<file path="src/rtl/core/put_pkg.sv">
// ----------------------------------------------------------------------------
// Pending update table package
// Request and status codes, engine states and the structs shared by the core.
// ----------------------------------------------------------------------------
`timescale 1ns / 1ps

package put_pkg;

  localparam int unsigned MAC_W = 64;
  localparam int unsigned VER_W = 64;
  localparam int unsigned TYP_W = 8;
  localparam int unsigned ATT_W = 16;
  localparam int unsigned CHK_W = 16;
  localparam int unsigned CNT_W = 7;

  typedef enum logic [2:0] {
    REQ_STORE    = 3'd0,
    REQ_CANCEL   = 3'd1,
    REQ_LOOKUP   = 3'd2,
    REQ_COMPLETE = 3'd3,
    REQ_TICK     = 3'd4
  } req_e;

  typedef enum logic [2:0] {
    ST_STORED     = 3'd0,
    ST_NO_ROOM    = 3'd1,
    ST_CANCELLED  = 3'd2,
    ST_FOUND      = 3'd3,
    ST_NOT_FOUND  = 3'd4,
    ST_CPL_NEW    = 3'd5,
    ST_CPL_REPEAT = 3'd6,
    ST_TICK       = 3'd7
  } status_e;

  typedef enum logic [2:0] {
    S_IDLE,
    S_SCAN,
    S_ACT,
    S_CAP,
    S_CNT,
    S_REP_RD,
    S_REP_WAIT,
    S_FIN
  } eng_state_t;

  typedef struct packed {
    req_e             req;
    logic [MAC_W-1:0] mac;
    logic [VER_W-1:0] ver;
    logic [TYP_W-1:0] typ;
    logic [ATT_W-1:0] att;
    logic [CHK_W-1:0] chk;
  } cmd_t;

  typedef struct packed {
    logic [MAC_W-1:0] mac;
    logic [VER_W-1:0] ver;
    logic [TYP_W-1:0] typ;
    logic [ATT_W-1:0] att;
    logic [CHK_W-1:0] chk;
  } entry_t;

  typedef struct packed {
    status_e          status;
    logic [MAC_W-1:0] mac;
    logic [TYP_W-1:0] typ;
    logic [VER_W-1:0] ver;
    logic [CHK_W-1:0] chk;
    logic             timed_out;
    logic [CNT_W-1:0] pend;
    logic [CNT_W-1:0] noup;
    logic             last;
  } res_t;

endpackage

</file>
<file path="src/rtl/core/put_front.sv">
// ----------------------------------------------------------------------------
// Pending update table front end
// Accepts requests, drops unknown request types and queues the rest.
// ----------------------------------------------------------------------------
`timescale 1ns / 1ps

module put_front (
  input  logic          clk,
  input  logic          rst_n,
  input  logic          in_valid,
  output logic          in_ready,
  input  put_pkg::cmd_t in_cmd,
  output logic          q_valid,
  output put_pkg::cmd_t q_cmd,
  input  logic          q_pop
);
  import put_pkg::*;

  cmd_t       buf_r [2];
  logic       wptr_r, wptr_nxt;
  logic       rptr_r, rptr_nxt;
  logic [1:0] fill_r, fill_nxt;
  logic       known;
  logic       push;

  always_comb begin
    case (in_cmd.req)
      REQ_STORE, REQ_CANCEL, REQ_LOOKUP, REQ_COMPLETE, REQ_TICK: known = 1'b1;
      default: known = 1'b0;
    endcase
  end

  assign in_ready = (fill_r != 2'd2);
  // Unknown request types complete the transfer but never enter the queue.
  assign push     = in_valid && in_ready && known;
  assign q_valid  = (fill_r != 2'd0);
  assign q_cmd    = buf_r[rptr_r];

  always_comb begin
    wptr_nxt = wptr_r ^ push;
    rptr_nxt = rptr_r ^ q_pop;
    fill_nxt = fill_r + 2'(push) - 2'(q_pop);
  end

  always_ff @(posedge clk) begin
    if (!rst_n) begin
      wptr_r <= 1'b0;
      rptr_r <= 1'b0;
      fill_r <= 2'd0;
    end else begin
      wptr_r <= wptr_nxt;
      rptr_r <= rptr_nxt;
      fill_r <= fill_nxt;
    end
  end

  always_ff @(posedge clk) begin
    if (push) begin
      buf_r[wptr_r] <= in_cmd;
    end
  end

endmodule

</file>
<file path="config.mk">
export PLATFORM = sky130hd
export DESIGN_NAME = put_front
export DESIGN_NICKNAME = d
export VERILOG_FILES = /design/src/rtl/core/put_pkg.sv /design/src/rtl/core/put_front.sv
export SDC_FILE = /design/constraint.sdc
export NUM_CORES = 1
export LEC_CHECK = 0
export BUFFER_PORTS_ARGS = -buffer_cell sky130_fd_sc_hd__buf_2
export CORE_ASPECT_RATIO = 0.6
export CORE_MARGIN = 8
export CORE_UTILIZATION = 40
export DETAILED_ROUTE_END_ITERATION = 8
export PLACE_DENSITY_LB_ADDON = 0.15
export SYNTH_ARGS = -nofsm -noshare
export SYNTH_HDL_FRONTEND = slang
export SYNTH_SLANG_ARGS = --single-unit
</file>
<file path="constraint.sdc">
create_clock -name clk -period 6.05 [get_ports clk]
set_clock_uncertainty 0.15 [all_clocks]
set_input_delay 0.605 -clock clk [delete_from_list [all_inputs] [get_ports clk]]
set_output_delay 0.605 -clock clk [all_outputs]
set_load 0.01 [all_outputs]
</file>
==> flow_metrics.env <==
export IMPL_cts_sinks=347
export IMPL_post_drt_wl_per_cell_um=20.1
export IMPL_synth_edf_count=342
export IMPL_place_ws_ps=2890
export IMPL_crit_type="register to output pin"
export IMPL_ys_warn_count=0
export IMPL_finalNonFillerCells=1378
export IMPL_worst_hold_path_num_cells=1
export IMPL_io_pins=348
export IMPL_cts_setup_buffers=0
export IMPL_rr_startpoint="fill_r[0]"
export IMPL_clk_path_buf_depth=3
export IMPL_synth_area_leaders="edfxtp_1 (79%), mux2_4 (10%), mux2_2 (7.0%), buf_6 (0.96%), dfxtp_1 (0.77%)"
export IMPL_hp_class="input port to register"
export IMPL_worst_path_buf_inv=2
export IMPL_htreeDepth=2
export IMPL_worstPathCellList="buf_4 -> mux2_4 -> buf_2"
export IMPL_ys_ff_latch=347
export IMPL_route_final_wire_length_mm=27.8
export IMPL_tritoncts="done"
export IMPL_yosysSeqAreaShare=0.801
export IMPL_final_cell_mix="buf_2 (347), edfxtp_1 (342), mux2_4 (90), mux2_2 (81), clkbuf_16 (37)"
export IMPL_synth_cells=555
export IMPL_finalNetCount=1107
export IMPL_grt_pass1_vias=6743
export IMPL_critPathTopFamily="buffers and inverters"
export IMPL_r2r_slack_ps=3530
export IMPL_yosys_area_top_type="edfxtp_1"
export IMPL_die_w_um=248
export IMPL_path_clk_slew_ps=60
export IMPL_synth_top_area_frac=0.793
export IMPL_total_power_mw=5.69
export IMPL_cts_resized=0
export IMPL_via_per_inst=4.63
export IMPL_arrival_ps=2690
export IMPL_drtIter0Drc=293
export IMPL_grt_max_degree=87
export IMPL_drc=0
export IMPL_die_y_um=155
export IMPL_synth_ff_type="edfxtp_1"
export IMPL_period_share=0.570
export IMPL_layout_min_cycle_time_ps=3450
export IMPL_worstSetupStartpointType="register"
export IMPL_die_area_sq_um=38600
export IMPL_power_density_nw_per_um2=350
export IMPL_finalSetupViolations=0
export IMPL_worst_slack_ps=2600
export IMPL_antenna_left=0
export IMPL_rows=51
export IMPL_drv_cap=0
export IMPL_cpPeakStageDelay_ps=850
export IMPL_grt_setup_unrepaired="false"
export IMPL_antenna_found_initial=12
export IMPL_route_vias_total=6383
export IMPL_power_leakage_nw=6.17
export IMPL_core_sq_um=32200
export IMPL_slew_headroom=0.375
export IMPL_tns_ps=0
export IMPL_crit_fanout=50
export IMPL_io_buffers=347
export IMPL_syn_to_final_growth_pct=25.4
export IMPL_syn_nets=734
export IMPL_critPathCaptureType="output pin"
export IMPL_hold_viol=0
export IMPL_hold_buffers=0
export IMPL_irDropWorstVdd_v=0.000275
export IMPL_root_buffer="clkbuf_16"
export IMPL_reg2reg_to="buf_r[1][38]"
export IMPL_drt_pass1_iter_count=6
export IMPL_clock_latency_ps=510
export IMPL_netlist_area_sq_um=12900
export IMPL_fmaxAchievable_mhz=290
export IMPL_endpoint="q_cmd[119]"
export IMPL_final_common_cell="buf_2"
export IMPL_cp_depth=3
export IMPL_dpl_cell_count=1315
export IMPL_final_layout_size_suffix_gt1_frac=0.601
export IMPL_gp_congestion=0.704
export IMPL_grt_pass1_wl_mm=40.4
export IMPL_grt_usage=0.138
export IMPL_crit_slowest_cell="buf_4"
export IMPL_async_reset_ff_frac=0
export IMPL_drv_slew=0
export IMPL_required_ps=5290
export IMPL_place_hpwl_mm=18.9
export IMPL_initial_utilization=0.403
export IMPL_overflow=0
export IMPL_max_slew_worst_pin_slew_ps=937
export IMPL_reg2reg_depth=4
export IMPL_outcome="finished, final reports clean"
export IMPL_synth_distinct_cells=17
export IMPL_post_synth_cell_area_avg_sq_um=23.3
export IMPL_cts_made_buffers=35
-- final cells by class --
cell class | count | area [sq um]
Inverter | 2 | 7.51
Tap cell | 424 | 531
Clock inverter | 13 | 88.8
Fill cell | 2737 | 15900
Multi-Input combinational cell | 187 | 2430
Timing Repair Buffer | 355 | 1830
Antenna cell | 2 | 5.00
Sequential cell | 347 | 10400
Clock buffer | 48 | 967
-- per-layer routing --
| layer | share of wire | track usage | up-vias |
|---|---|---|---|
| li1 | - | - | 2960 |
| met1 | 0.40 | 0.162 | 3168 |
| met2 | 0.48 | 0.226 | 187 |
| met3 | 0.095 | 0.0651 | 52 |
| met4 | 0.017 | 0.0380 | 16 |
| met5 | 0.0034 | 0 | - |
-- power by group --
group / switching, mW / leakage (nW) / internal [mW] / total [mW]
registers: 0.0510 / 3.19 / 2.87 / 2.92
clock network: 0.841 / 0.504 / 1.16 / 2.00
logic: 0.402 / 2.48 / 0.363 / 0.765
-- sequential cells by signal, indices dropped and copies added (netlist names), named ones only --
register / flops
wptr_r: 1
rptr_r: 1
fill_r: 2
buf_r: 342
-- cells in the mapped netlist, drive strengths merged, types with 2 or more instances --
| master | instances |
|---|---|
| nor2b | 2 |
| mux2 | 171 |
| edfxtp | 342 |
| buf | 19 |
| and2 | 3 |
| inv | 2 |
| ha | 4 |
| dfxtp | 5 |
-- per-stage QoR --
step | util | hold WS [ps] | instance area [sq um]
2_1_floorplan | - | 384 | 12900
3_3_place_gp | 0.472 | 423 | 15200
3_5_place_dp | 0.472 | 432 | 15200
4_1_cts | 0.505 | 86.8 | 16200
5_1_grt | 0.505 | 88.5 | 16200
6_report | 0.505 | 130 | 16200
-- worst reg2reg max path: cells and delay by family, from the launching register on --
family | cells | cell delay, ps
and+or+nand+nor | 2 | 450
DFF | 1 | 340
buffers and inverters | 1 | 590
adders and majority gates | 1 | 590
-- worst min path at each step --
stage                      from             to
detailed placement       rptr_r       register
floorplan                wptr_r         wptr_r
global placement         rptr_r         rptr_r
global route        in_cmd[137]  buf_r[0][137]
finish               in_cmd[13]   buf_r[0][13]
CTS                 in_cmd[137]  buf_r[1][137]
-- cell families after synthesis --
kind of cell	after synthesis	share of synthesized area
buf+inv	21	0.0132
simple gates	9	0.00425
flops	347	0.801
compound gates	1	0.000386
fa+ha+maj	4	0.00387
xor+xnor	2	0.00242
mux	171	0.175
Note: power is estimated with default switching activity, not from simulation.
